[src/hdl/yrc_pkg.sv]
// shared types, constants and helpers for the yuyv to rgb converter
package yrc_pkg;

    localparam int PIX_W  = 8;
    localparam int CHR_W  = PIX_W + 1;
    localparam int TERM_W = 17;
    localparam int SUM_W  = 18;

    localparam logic signed [TERM_W-1:0] COEF_RV = 17'sd359;
    localparam logic signed [TERM_W-1:0] COEF_GU = 17'sd88;
    localparam logic signed [TERM_W-1:0] COEF_GV = 17'sd183;
    localparam logic signed [TERM_W-1:0] COEF_BU = 17'sd454;
    localparam logic [PIX_W-1:0]         PIX_MAX = 8'd255;

    typedef struct packed {
        logic [PIX_W-1:0] luma_first;
        logic [PIX_W-1:0] chroma_blue;
        logic [PIX_W-1:0] luma_second;
        logic [PIX_W-1:0] chroma_red;
        logic             frame_end;
    } yrc_macro_t;

    typedef struct packed {
        logic [PIX_W-1:0]         luma_first;
        logic [PIX_W-1:0]         luma_second;
        logic signed [TERM_W-1:0] rv;
        logic signed [TERM_W-1:0] gu;
        logic signed [TERM_W-1:0] gv;
        logic signed [TERM_W-1:0] bu;
        logic                     gray;
        logic                     frame_end;
    } yrc_terms_t;

    typedef struct packed {
        logic signed [SUM_W-1:0] r0;
        logic signed [SUM_W-1:0] g0;
        logic signed [SUM_W-1:0] b0;
        logic signed [SUM_W-1:0] r1;
        logic signed [SUM_W-1:0] g1;
        logic signed [SUM_W-1:0] b1;
        logic                    frame_end;
    } yrc_sums_t;

    typedef struct packed {
        logic [PIX_W-1:0] red_first;
        logic [PIX_W-1:0] green_first;
        logic [PIX_W-1:0] blue_first;
        logic [PIX_W-1:0] red_second;
        logic [PIX_W-1:0] green_second;
        logic [PIX_W-1:0] blue_second;
        logic             frame_end;
    } yrc_rgb_t;

    // offset binary to two's complement
    function automatic logic signed [CHR_W-1:0] chroma_signed(input logic [PIX_W-1:0] c);
        return $signed({~c[PIX_W-1], ~c[PIX_W-1], c[PIX_W-2:0]});
    endfunction

    // floor divide by 256 and clamp to 0..255
    function automatic logic [PIX_W-1:0] shift_clamp(input logic signed [SUM_W-1:0] s);
        logic [PIX_W-1:0] res;
        priority if (s[SUM_W-1])
            res = '0;
        else if (s[SUM_W-2])
            res = PIX_MAX;
        else
            res = s[SUM_W-3:SUM_W-3-PIX_W+1];
        return res;
    endfunction

endpackage

[src/hdl/yrc_chroma_stage.sv]
// stage one: chroma offset removal and coefficient products
module yrc_chroma_stage (
    input  logic                clk,
    input  logic                rst_n,
    input  logic                in_valid,
    output logic                in_ready,
    input  yrc_pkg::yrc_macro_t in_data,
    input  logic                gray,
    output logic                out_valid,
    input  logic                out_ready,
    output yrc_pkg::yrc_terms_t out_data
);

    logic                                 valid_reg;
    yrc_pkg::yrc_terms_t                  data_reg;
    yrc_pkg::yrc_terms_t                  data_next;
    logic signed [yrc_pkg::TERM_W-1:0]    u_ext;
    logic signed [yrc_pkg::TERM_W-1:0]    v_ext;

    assign in_ready  = !valid_reg || out_ready;
    assign out_valid = valid_reg;
    assign out_data  = data_reg;

    always_comb
    begin
        u_ext = yrc_pkg::TERM_W'(yrc_pkg::chroma_signed(in_data.chroma_blue));
        v_ext = yrc_pkg::TERM_W'(yrc_pkg::chroma_signed(in_data.chroma_red));
        data_next.luma_first  = in_data.luma_first;
        data_next.luma_second = in_data.luma_second;
        data_next.rv          = yrc_pkg::TERM_W'(v_ext * yrc_pkg::COEF_RV);
        data_next.gu          = yrc_pkg::TERM_W'(u_ext * yrc_pkg::COEF_GU);
        data_next.gv          = yrc_pkg::TERM_W'(v_ext * yrc_pkg::COEF_GV);
        data_next.bu          = yrc_pkg::TERM_W'(u_ext * yrc_pkg::COEF_BU);
        data_next.gray        = gray;
        data_next.frame_end   = in_data.frame_end;
    end

    always_ff @(posedge clk or negedge rst_n)
    begin
        if (!rst_n)
            valid_reg <= 1'b0;
        else if (in_ready)
            valid_reg <= in_valid;
    end

    always_ff @(posedge clk)
    begin
        if (in_ready && in_valid)
            data_reg <= data_next;
    end

endmodule

[src/hdl/yrc_sum_stage.sv]
// stage two: luma scaling plus chroma terms, gray mode bypass
module yrc_sum_stage (
    input  logic                clk,
    input  logic                rst_n,
    input  logic                in_valid,
    output logic                in_ready,
    input  yrc_pkg::yrc_terms_t in_data,
    output logic                out_valid,
    input  logic                out_ready,
    output yrc_pkg::yrc_sums_t  out_data
);

    logic                                valid_reg;
    yrc_pkg::yrc_sums_t                  data_reg;
    yrc_pkg::yrc_sums_t                  data_next;
    logic signed [yrc_pkg::SUM_W-1:0]    ys0;
    logic signed [yrc_pkg::SUM_W-1:0]    ys1;
    logic signed [yrc_pkg::SUM_W-1:0]    rv;
    logic signed [yrc_pkg::SUM_W-1:0]    gt;
    logic signed [yrc_pkg::SUM_W-1:0]    bu;

    assign in_ready  = !valid_reg || out_ready;
    assign out_valid = valid_reg;
    assign out_data  = data_reg;

    always_comb
    begin
        ys0 = $signed({2'b00, in_data.luma_first, 8'h00});
        ys1 = $signed({2'b00, in_data.luma_second, 8'h00});
        rv  = yrc_pkg::SUM_W'(in_data.rv);
        gt  = yrc_pkg::SUM_W'(in_data.gu) + yrc_pkg::SUM_W'(in_data.gv);
        bu  = yrc_pkg::SUM_W'(in_data.bu);
        if (in_data.gray)
        begin
            data_next.r0 = ys0;
            data_next.g0 = ys0;
            data_next.b0 = ys0;
            data_next.r1 = ys1;
            data_next.g1 = ys1;
            data_next.b1 = ys1;
        end
        else
        begin
            data_next.r0 = ys0 + rv;
            data_next.g0 = ys0 - gt;
            data_next.b0 = ys0 + bu;
            data_next.r1 = ys1 + rv;
            data_next.g1 = ys1 - gt;
            data_next.b1 = ys1 + bu;
        end
        data_next.frame_end = in_data.frame_end;
    end

    always_ff @(posedge clk or negedge rst_n)
    begin
        if (!rst_n)
            valid_reg <= 1'b0;
        else if (in_ready)
            valid_reg <= in_valid;
    end

    always_ff @(posedge clk)
    begin
        if (in_ready && in_valid)
            data_reg <= data_next;
    end

endmodule

[src/hdl/yrc_clamp_stage.sv]
// stage three: shift, clamp and output register
module yrc_clamp_stage (
    input  logic               clk,
    input  logic               rst_n,
    input  logic               in_valid,
    output logic               in_ready,
    input  yrc_pkg::yrc_sums_t in_data,
    output logic               out_valid,
    input  logic               out_ready,
    output yrc_pkg::yrc_rgb_t  out_data
);

    logic              valid_reg;
    yrc_pkg::yrc_rgb_t data_reg;
    yrc_pkg::yrc_rgb_t data_next;

    assign in_ready  = !valid_reg || out_ready;
    assign out_valid = valid_reg;
    assign out_data  = data_reg;

    always_comb
    begin
        data_next.red_first    = yrc_pkg::shift_clamp(in_data.r0);
        data_next.green_first  = yrc_pkg::shift_clamp(in_data.g0);
        data_next.blue_first   = yrc_pkg::shift_clamp(in_data.b0);
        data_next.red_second   = yrc_pkg::shift_clamp(in_data.r1);
        data_next.green_second = yrc_pkg::shift_clamp(in_data.g1);
        data_next.blue_second  = yrc_pkg::shift_clamp(in_data.b1);
        data_next.frame_end    = in_data.frame_end;
    end

    always_ff @(posedge clk or negedge rst_n)
    begin
        if (!rst_n)
            valid_reg <= 1'b0;
        else if (in_ready)
            valid_reg <= in_valid;
    end

    always_ff @(posedge clk)
    begin
        if (in_ready && in_valid)
            data_reg <= data_next;
    end

endmodule

[src/hdl/yuyv_to_rgb_converter.sv]
// top level: yuyv 4:2:2 macropixel to two rgb888 pixels, bt.601
//
// Input channel (in_valid/in_ready) takes one macropixel per beat: two luma
// bytes, shared U and V bytes in offset binary, and a frame end flag.
// Output channel (out_valid/out_ready) gives two rgb888 pixels per beat plus
// the frame end flag copied through.
// cfg_wr_en/cfg_wr_data write the gray_only bit; when set, each luma byte is
// copied to all three channels of its pixel. Write it only while idle.
// Each input beat is registered in turn on its way to output valid: chroma
// products, luma sums, then shift and clamp into the output register.
// Throughput is one macropixel per cycle while out_ready is high; each stage
// has its own valid bit and ready is passed back stage by stage.
// When the receiver stalls, the output register holds; earlier stages keep
// filling until each is full, so up to three beats are held in flight and
// none is lost or repeated.
// Reset clears all valid bits and gray_only; the block is ready as soon as
// reset is released.
module yuyv_to_rgb_converter (
    input  logic       clk,
    input  logic       rst_n,
    input  logic       cfg_wr_en,
    input  logic       cfg_wr_data,
    input  logic       in_valid,
    output logic       in_ready,
    input  logic [7:0] luma_first,
    input  logic [7:0] chroma_blue,
    input  logic [7:0] luma_second,
    input  logic [7:0] chroma_red,
    input  logic       frame_end,
    output logic       out_valid,
    input  logic       out_ready,
    output logic [7:0] red_first,
    output logic [7:0] green_first,
    output logic [7:0] blue_first,
    output logic [7:0] red_second,
    output logic [7:0] green_second,
    output logic [7:0] blue_second,
    output logic       frame_end_out
);

    logic                gray_only_reg;
    yrc_pkg::yrc_macro_t macro_in;
    yrc_pkg::yrc_terms_t terms;
    yrc_pkg::yrc_sums_t  sums;
    yrc_pkg::yrc_rgb_t   rgb;
    logic                s1_valid;
    logic                s1_ready;
    logic                s2_valid;
    logic                s2_ready;

    always_ff @(posedge clk or negedge rst_n)
    begin
        if (!rst_n)
            gray_only_reg <= 1'b0;
        else if (cfg_wr_en)
            gray_only_reg <= cfg_wr_data;
    end

    assign macro_in.luma_first  = luma_first;
    assign macro_in.chroma_blue = chroma_blue;
    assign macro_in.luma_second = luma_second;
    assign macro_in.chroma_red  = chroma_red;
    assign macro_in.frame_end   = frame_end;

    yrc_chroma_stage u_chroma (
        .clk       (clk),
        .rst_n     (rst_n),
        .in_valid  (in_valid),
        .in_ready  (in_ready),
        .in_data   (macro_in),
        .gray      (gray_only_reg),
        .out_valid (s1_valid),
        .out_ready (s1_ready),
        .out_data  (terms)
    );

    yrc_sum_stage u_sum (
        .clk       (clk),
        .rst_n     (rst_n),
        .in_valid  (s1_valid),
        .in_ready  (s1_ready),
        .in_data   (terms),
        .out_valid (s2_valid),
        .out_ready (s2_ready),
        .out_data  (sums)
    );

    yrc_clamp_stage u_clamp (
        .clk       (clk),
        .rst_n     (rst_n),
        .in_valid  (s2_valid),
        .in_ready  (s2_ready),
        .in_data   (sums),
        .out_valid (out_valid),
        .out_ready (out_ready),
        .out_data  (rgb)
    );

    assign red_first     = rgb.red_first;
    assign green_first   = rgb.green_first;
    assign blue_first    = rgb.blue_first;
    assign red_second    = rgb.red_second;
    assign green_second  = rgb.green_second;
    assign blue_second   = rgb.blue_second;
    assign frame_end_out = rgb.frame_end;

    // an empty output register lets the whole pipe move
    a_empty_out_ready: assert property (@(posedge clk) disable iff (!rst_n)
        !out_valid |-> in_ready)
        else $error("input stalled with empty output register");

    a_s2_reaches_out: assert property (@(posedge clk) disable iff (!rst_n)
        s2_valid && !out_valid |=> out_valid)
        else $error("stage two beat did not reach output register");

    a_in_beat_enters: assert property (@(posedge clk) disable iff (!rst_n)
        in_valid && in_ready |=> s1_valid)
        else $error("accepted beat missing from stage one");

endmodule
[config.mk]
export PLATFORM = sky130hd
export DESIGN_NAME = yuyv_to_rgb_converter
export DESIGN_NICKNAME = d
export VERILOG_FILES = /design/src/hdl/yrc_pkg.sv /design/src/hdl/yrc_chroma_stage.sv /design/src/hdl/yrc_sum_stage.sv /design/src/hdl/yrc_clamp_stage.sv /design/src/hdl/yuyv_to_rgb_converter.sv
export SDC_FILE = /design/constraint.sdc
export NUM_CORES = 1
export LEC_CHECK = 0
export ABC_AREA = 1
export BUFFER_PORTS_ARGS = -buffer_cell sky130_fd_sc_hd__buf_2
export CORE_MARGIN = 2
export CORE_UTILIZATION = 46
export CTS_CLUSTER_DIAMETER = 100
export DETAILED_ROUTE_END_ITERATION = 10
export PLACE_DENSITY_LB_ADDON = 0.3
export SLEW_MARGIN = 10
export SYNTH_ARGS = -nofsm -noshare
export SYNTH_HDL_FRONTEND = slang
export SYNTH_SLANG_ARGS = --single-unit
[constraint.sdc]
create_clock -name clk -period 5.9 [get_ports clk]
set_input_delay 0.59 -clock clk [delete_from_list [all_inputs] [get_ports clk]]
set_output_delay 0.59 -clock clk [all_outputs]
set_load 0.01 [all_outputs]
==> results of run 1 <==
-- worst register-to-register path, cell delays in order, from the launching register on --
cell      delay (ns)
edfxtp_1        0.44
ha_1            0.30
fa_1            0.47
nand3_1         0.12
nand2_1         0.10
a21oi_1         0.18
xor2_1          0.28
ha_1            0.34
nand2_1         0.11
nor2_1          0.05
a211oi_1        0.30
nand2_1         0.16
nand3_2         0.12
nand2_2         0.07
nand2_1         0.07
nand3_1         0.06
nand3_1         0.10
nand2_1         0.06
-- synthesized netlist by cell type, types with 9 or more instances --
master    instances
edfxtp_1        176
o21ai_0          63
nand4_1           9
o21bai_1          9
nand2_1         248
inv_1           241
o31ai_1          12
nand2_2          14
nand3_2          14
nor2_1          180
clkbuf_1         20
xnor2_1          12
nand3_1          56
a21oi_1          69
xor2_1           35
ha_1            180
fa_1             53
-- power groups by stage --
| stage | logic (uW) | registers (uW) | clock network [uW] |
|---|---|---|---|
| finish | 3730 | 2230 | 1130 |
| global placement | 3630 | 2260 | 0 |
| global route | 4280 | 2280 | 1200 |
| CTS | 3730 | 2240 | 1140 |
| floorplan | 2860 | 2190 | 0 |
| detailed placement | 3700 | 2270 | 0 |
-- cell families (layout without fill, tap and decap cells) --
family | after synthesis | count (layout) | share of synthesized area, %
AOI/OAI and AO/OA | 172 | 172 | 7.19
xor gates and xnor gates | 47 | 47 | 3.04
adders and majority gates | 233 | 233 | 24.5
buffers and inverters | 270 | 373 | 7.52
DFF | 180 | 180 | 39.8
muxes | 1 | 1 | 0.0831
and+or+nand+nor | 557 | 557 | 17.9
-- final cells by class --
type                       count  area (sq um)  share of cell area, %
clock buffer                  18           429                   2.86
clock inverter                13           149                  0.992
inverter                     248           931                   6.20
multi-input combinational   1010          7150                   47.6
sequential                   180          5390                   35.9
tap                          384           480                   3.20
timing repair buffer          94           485                   3.23
-- per-stage QoR --
| stage | hold WS, ns | util (%) | area (sq um) | std cells |
|---|---|---|---|---|
| detailed placement | 0.400 | 50.0 | 14400 | 1915 |
| global route | 0.321 | 52.0 | 15000 | 1947 |
| finish | 0.330 | 52.0 | 15000 | 1947 |
| floorplan | 0.294 | - | 13500 | 1460 |
| CTS | 0.320 | 52.0 | 15000 | 1947 |
| global placement | 0.397 | 50.0 | 14400 | 1915 |
-- timing repair --
action / CTS / global route
hold endpoints to repair: 4 / 0
hold buffers: 1 / 0
endpoints found under the setup margin: 0 / 0
resized for setup: 0 / 0
-- metal layers --
metal	part of all wire [%]	up-vias	track usage, %
li1	-	4993	-
met1	46	4460	25.3
met2	48	194	33.1
met3	3.8	45	2.81
met4	2.9	0	7.09
met5	0	-	0
-- worst max-delay path by stage --
stage	cells after the start	end	slack, ns	startpoint
after global placement	22	u_chroma.out_data[34]	1.34	chroma_red[7]
after floorplan	21	u_chroma.out_data[34]	1.76	chroma_red[7]
after detailed placement	22	u_chroma.out_data[34]	1.25	chroma_red[7]
final	22	u_chroma.out_data[34]	1.68	chroma_red[7]
after CTS	22	u_chroma.out_data[34]	1.71	chroma_red[7]
after global routing	22	u_chroma.out_data[34]	1.48	chroma_red[7]
==> flow_metrics.tcl, run 1 <==
set metrics [dict create \
    outcome "completed" \
    synth.largest_area_cell "edfxtp_1" \
    ir_drop_v 0.000259 \
    die_h_um 176 \
    seqPwrFrac_pct 31.5 \
    num_rows 62 \
    vias 9692 \
    io_buffers 89 \
    worstRegToRegCells 17 \
    r2r_start "u_chroma.out_data[39]" \
    drc 0 \
    skew_ns 0.0109 \
    p_comb_share_pct 52.6 \
    yosysSeqAreaShare_pct 39.8 \
    cts_buffer_depth 2 \
    cts_tree "yes" \
    final_common_cell "nand2_1" \
    slew_headroom_pct 25.7 \
    critPathMaxFanout 7 \
    arrival_ns 4.39 \
    cp-start-kind "input pin" \
    postRouteAntennaNets 0 \
    clkPwrFrac_pct 15.9 \
    yosys_warnings 0 \
    grt_overflow 0 \
    synthCells 1460 \
    power_switching_uw 3080 \
    critPathMaxStageDelay_ns 0.52 \
    cellLeakagePower_uw 0.00732 \
    clk_pin_slew_ns 0.06 \
    power_switching_share_pct 43.4 \
    start_util_pct 46.9 \
    grt_start_max_net_pins 67 \
    p_int_uw 4010 \
    hp-start "frame_end" \
    hold_path_end "u_chroma.out_data[0]" \
    finalSetupViolCount 0 \
    period_share_pct 71.5 \
    die_area_sq_um 30800 \
    synth-main-ff-cell "edfxtp_1" \
    pre_cts_slack_ns 1.25 \
    final_hold_viol_count 0 \
    first_pass_iters 6 \
    grt_first_pass_wirelength_mm 46.9 \
    hold_depth 1 \
    first_iter_violations 438 \
    antenna_cells 0 \
    cellPowerDensity_nw_per_um2 472 \
    antenna_found_initial 0 \
    tightest_slew_ns 1.11 \
    tns_ns 0 \
    syn_area_sq_um 13500 \
    fp.coreArea_sq_um 28900 \
    yosysUniqueCellTypes 42 \
    regToRegEndpoint "u_sum.out_data[34]" \
    grt_pass1_vias 9474 \
    wl_mm 28.8 \
    place.detailed.hpwl_mm 23.6 \
    rsz0062_at_grt "no" \
    syn2layout_area_growth_pct 10.8 \
    synthesis.nets 1732 \
    cp_data_required_time_ns 6.07 \
    syn_area_per_cell_sq_um 9.28 \
    timing.fmax_mhz 237 \
    gp_congestion 0.887 \
    maxCapViolCount 0 \
    async_flop_share_pct 2.22 \
    final.min_clock_period_ns 4.22 \
    final_nets 1823 \
    r2r_slack_ns 2.32 \
    grt.total_usage_pct 19.4 \
    fp.dieW_um 176 \
    crit_chain "buf_2 -> inv_1 -> ha_1 -> inv_1 -> fa_1 -> inv_1 -> fa_1 -> inv_1 -> fa_1 -> inv_1 -> ha_1 -> a21oi_1 -> o21ai_0 -> a21oi_1 -> nor2_1 -> o21ai_0 -> nand2_1 -> nand2_1 -> nand2_1 -> nand2_1 -> nand2_1 -> xor2_1" \
    numCtsBuffers 17 \
    critPathTopFamily "adder cells" \
    crit_buf_inv 6 \
    cts_setup_buffers 0 \
    endpoint_kind "flop" \
    cts_root_buf "clkbuf_16" \
    io_pins 90 \
    crit_path_top_delay_cell "fa_1" \
    worst_slack_ns 1.68 \
    cts_sinks 180 \
    yosysTopAreaCellShare_pct 39.0 \
    final_cell_mix "nand2_1, inv_1, nor2_1, ha_1, edfxtp_1" \
    n_fill_cell 2714 \
    finalPower_uw 7090 \
    drive_above_1_share_pct 11.5 \
    hold_path.class "input pin to flop" \
    wire_per_inst_um 14.8 \
    insertion_delay_ns 0.43 \
    largest_register_ff_count 66 \
    htreeDepth 4 \
    critPathKind "input pin to flop" \
    routed_via_density 4.98 \
    synth_edf_count 176 \
    yosys-top-cells-area "edfxtp_1, ha_1, fa_1" \
    slew_violations 0 \
    ys_seq_elements 180 \
]
No activity file was read; power rests on OpenSTA's default activity.
==> run 2: changes to the inputs <==
Settings changed: ABC_AREA 1 to 0.
Clock period 5.9 ns to 4.19 ns, I/O delays scaled along.
==> flow_metrics.tcl, run 2 <==
set metrics [dict create \
    power_switching_share_pct 37.7 \
    largest_register_ff_count 66 \
    critPathKind "flop to flop" \
    syn_area_sq_um 12600 \
    finalPower_uw 9800 \
    first_iter_violations 395 \
    cts_buffer_depth 2 \
    place.detailed.hpwl_mm 20.0 \
    ys_seq_elements 180 \
    hold_path_end "u_chroma.out_data[77]" \
    outcome "complete, but fails checks" \
    synthAdderAreaFrac_pct 26.6 \
    slew_violations 0 \
    endpoint_kind "flop" \
    r2r_start "u_chroma.out_data[39]" \
    tightest_slew_ns 1.10 \
    rsz0062_at_grt "yes" \
    synth-compound-area-share_pct 9.47 \
    yosysUniqueCellTypes 53 \
    r2r_slack_ns -0.009 \
    final_hold_viol_count 0 \
    maxCapViolCount 0 \
    finish.instance_area_sq_um 14700 \
    period_share_pct 100 \
    worst_hold_slack_ns 0.156 \
    num_rows 60 \
    synth.largest_area_cell "edfxtp_1" \
    cp_data_required_time_ns 4.49 \
    cellPowerDensity_nw_per_um2 666 \
    ir_drop_v 0.000342 \
    antenna_found_initial 0 \
    final_cell_mix "ha_1, edfxtp_1, inv_1" \
    cp-start-kind "flop" \
    synth_common_cells "ha_1, edfxtp_1, inv_1" \
    routed_via_density 4.96 \
    hold_depth 1 \
    grt_start_max_net_pins 62 \
    numCtsBuffers 17 \
    synthesis.nets 1396 \
    grt_pass1_vias 8307 \
    seqPwrFrac_pct 30.5 \
    async_flop_share_pct 2.22 \
    hold_path.class "input pin to flop" \
    regToRegEndpoint "u_sum.out_data[89]" \
    die_h_um 169 \
    postRouteAntennaNets 0 \
    p_int_uw 6100 \
    p_comb_share_pct 53.0 \
    first_pass_iters 5 \
    cts_tree "yes" \
    violations "negative setup slack" \
    multiInputGateArea_sq_um 6640 \
    synth_top_family_by_area "adder cells" \
    skew_ns 0.0103 \
    vias 8166 \
    yosys_warnings 0 \
    io_pins 90 \
    wl_mm 24.8 \
    insertion_delay_ns 0.44 \
    drc 0 \
    fin_util_pct 54.7 \
    worst_slack_ns -0.00911 \
    antenna_cells 0 \
    clk_pin_slew_ns 0.07 \
    power_switching_uw 3700 \
    syn2layout_area_growth_pct 16.9 \
    cts_sinks 180 \
    yosysTopAreaCellShare_pct 42.0 \
    final_nets 1565 \
    synth_xor_area_share_pct 6.89 \
    start_util_pct 46.8 \
    final.min_clock_period_ns 4.20 \
    drive_above_1_share_pct 18.1 \
    fp.coreArea_sq_um 26900 \
    gp_congestion 0.891 \
    synth-simple-area-share_pct 8.30 \
    grt_overflow 0 \
    synthCells 1124 \
    placed_area_sq_um 13900 \
    slew_headroom_pct 26.6 \
    worstRegToRegCells 18 \
    finalSetupViolCount 1 \
    final_common_cell "ha_1" \
    yosys-top-cells-area "edfxtp_1, ha_1, fa_1" \
    syn_area_per_cell_sq_um 11.2 \
    fp.dieW_um 169 \
    critPathMaxFanout 3 \
    hp-start "luma_second[7]" \
    synthMuxAreaShare_pct 0.567 \
    wire_per_inst_um 15.0 \
    io_buffers 89 \
    grt.total_usage_pct 18.3 \
    clkPwrFrac_pct 16.5 \
    synth-main-ff-cell "edfxtp_1" \
    grt_first_pass_wirelength_mm 41.0 \
    htreeDepth 4 \
    die_area_sq_um 28700 \
    yosysSeqAreaShare_pct 42.8 \
    n_fill_cell 2346 \
    synth_edf_count 176 \
    cts_root_buf "clkbuf_16" \
    regArea_sq_um 5390 \
    yosysMostFrequentCell "ha_1" \
    cellLeakagePower_uw 0.00677 \
    pre_cts_slack_ns -0.217 \
    arrival_ns 4.50 \
    timing.fmax_mhz 238 \
]
==> run 2: cell types whose count changed after synthesis, moves of 14 or more <==
| cell | before | now |
|---|---|---|
| nor2_1 | 180 | 135 |
| nand2_1 | 248 | 31 |
| o21ai_0 | 63 | 49 |
| nand3_1 | 56 | 3 |
| xnor2_1 | 12 | 65 |
| nor2b_1 | 0 | 14 |
| nand3_2 | 14 | 0 |
| nand2_2 | 14 | 0 |
| a21oi_1 | 69 | 45 |
| a21o_1 | 7 | 28 |
| inv_1 | 241 | 160 |
==> run 2: final cells by class <==
class                           instances  share of cell area [%]
Clock buffer                           17                    2.89
Tap cell                              341                    2.90
Multi-Input combinational cell        763                    45.1
Timing Repair Buffer                  171                    7.23
Sequential cell                       180                    36.6
Inverter                              160                    4.08
Clock inverter                         15                    1.13
==> run 2: kinds of logic after synthesis <==
kind of cell / Yosys count
and+or+nand+nor: 234
buffers and inverters: 181
DFF: 180
muxes: 7
xor gates and xnor gates: 99
adders and majority gates: 236
AOI/OAI and AO/OA: 187
==> run 2: layer usage <==
layer	vias to the layer above	wire [um]	GRT usage [%]
met3	36	557	2.66
met1	3824	11500	23.8
li1	4193	-	-
met4	0	546	6.09
met2	113	12100	31.6
met5	-	0	0
==> run 2: worst max-delay path by stage <==
stage | startpoint | end | slack [ns]
2_1_floorplan | chroma_red[6] | u_chroma.out_data[34] | 0.0004
3_3_place_gp | chroma_red[3] | u_chroma.out_data[34] | -0.16
3_5_place_dp | chroma_red[2] | u_chroma.out_data[34] | -0.22
4_1_cts | u_chroma.out_data[39] | u_sum.out_data[89] | -0.01
5_1_grt | u_chroma.out_data[39] | u_sum.out_data[89] | -0.22
6_report | u_chroma.out_data[39] | u_sum.out_data[89] | -0.009
==> run 2: what timing repair did <==
| action | 4_1_cts | 5_1_grt |
|---|---|---|
| pin swaps | 7 | 12 |
| buffers inserted | 2 | 4 |
| endpoints found under the setup margin | 6 | 11 |
| endpoints found under the hold margin | 4 | 0 |
| gates resized for setup | 4 | 17 |
| hold buffers | 1 | 0 |
==> run 2: stage by stage <==
stage	instances	TNS, ns
5_1_grt	1647	-0.389
4_1_cts	1643	-0.0117
2_1_floorplan	1124	0
3_5_place_dp	1608	-1.16
3_3_place_gp	1608	-0.621
6_report	1647	-0.00911
==> run 2: worst max-delay path, stage by stage (launching register included) <==
cell	delay (ns)
edfxtp_1	0.37
ha_2	0.21
fa_2	0.36
a211oi_2	0.25
nor2_1	0.09
o21a_1	0.18
nor2_2	0.08
xor2_1	0.20
ha_1	0.30
nand2_1	0.10
nor4_2	0.05
o221ai_2	0.10
a21boi_2	0.11
o31ai_4	0.32
a21oi_2	0.10
maj3_2	0.33
maj3_2	0.31
or4_1	0.48
nand4_1	0.09
==> run 2: power groups by stage <==
| stage | sequential (uW) | clock [uW] | combinational, uW |
|---|---|---|---|
| 2_1_floorplan | 2930 | 0 | 3540 |
| 3_3_place_gp | 3030 | 0 | 4790 |
| 3_5_place_dp | 3030 | 0 | 4900 |
| 4_1_cts | 2990 | 1660 | 4990 |
| 5_1_grt | 3030 | 1720 | 5870 |
| 6_report | 2980 | 1620 | 5190 |
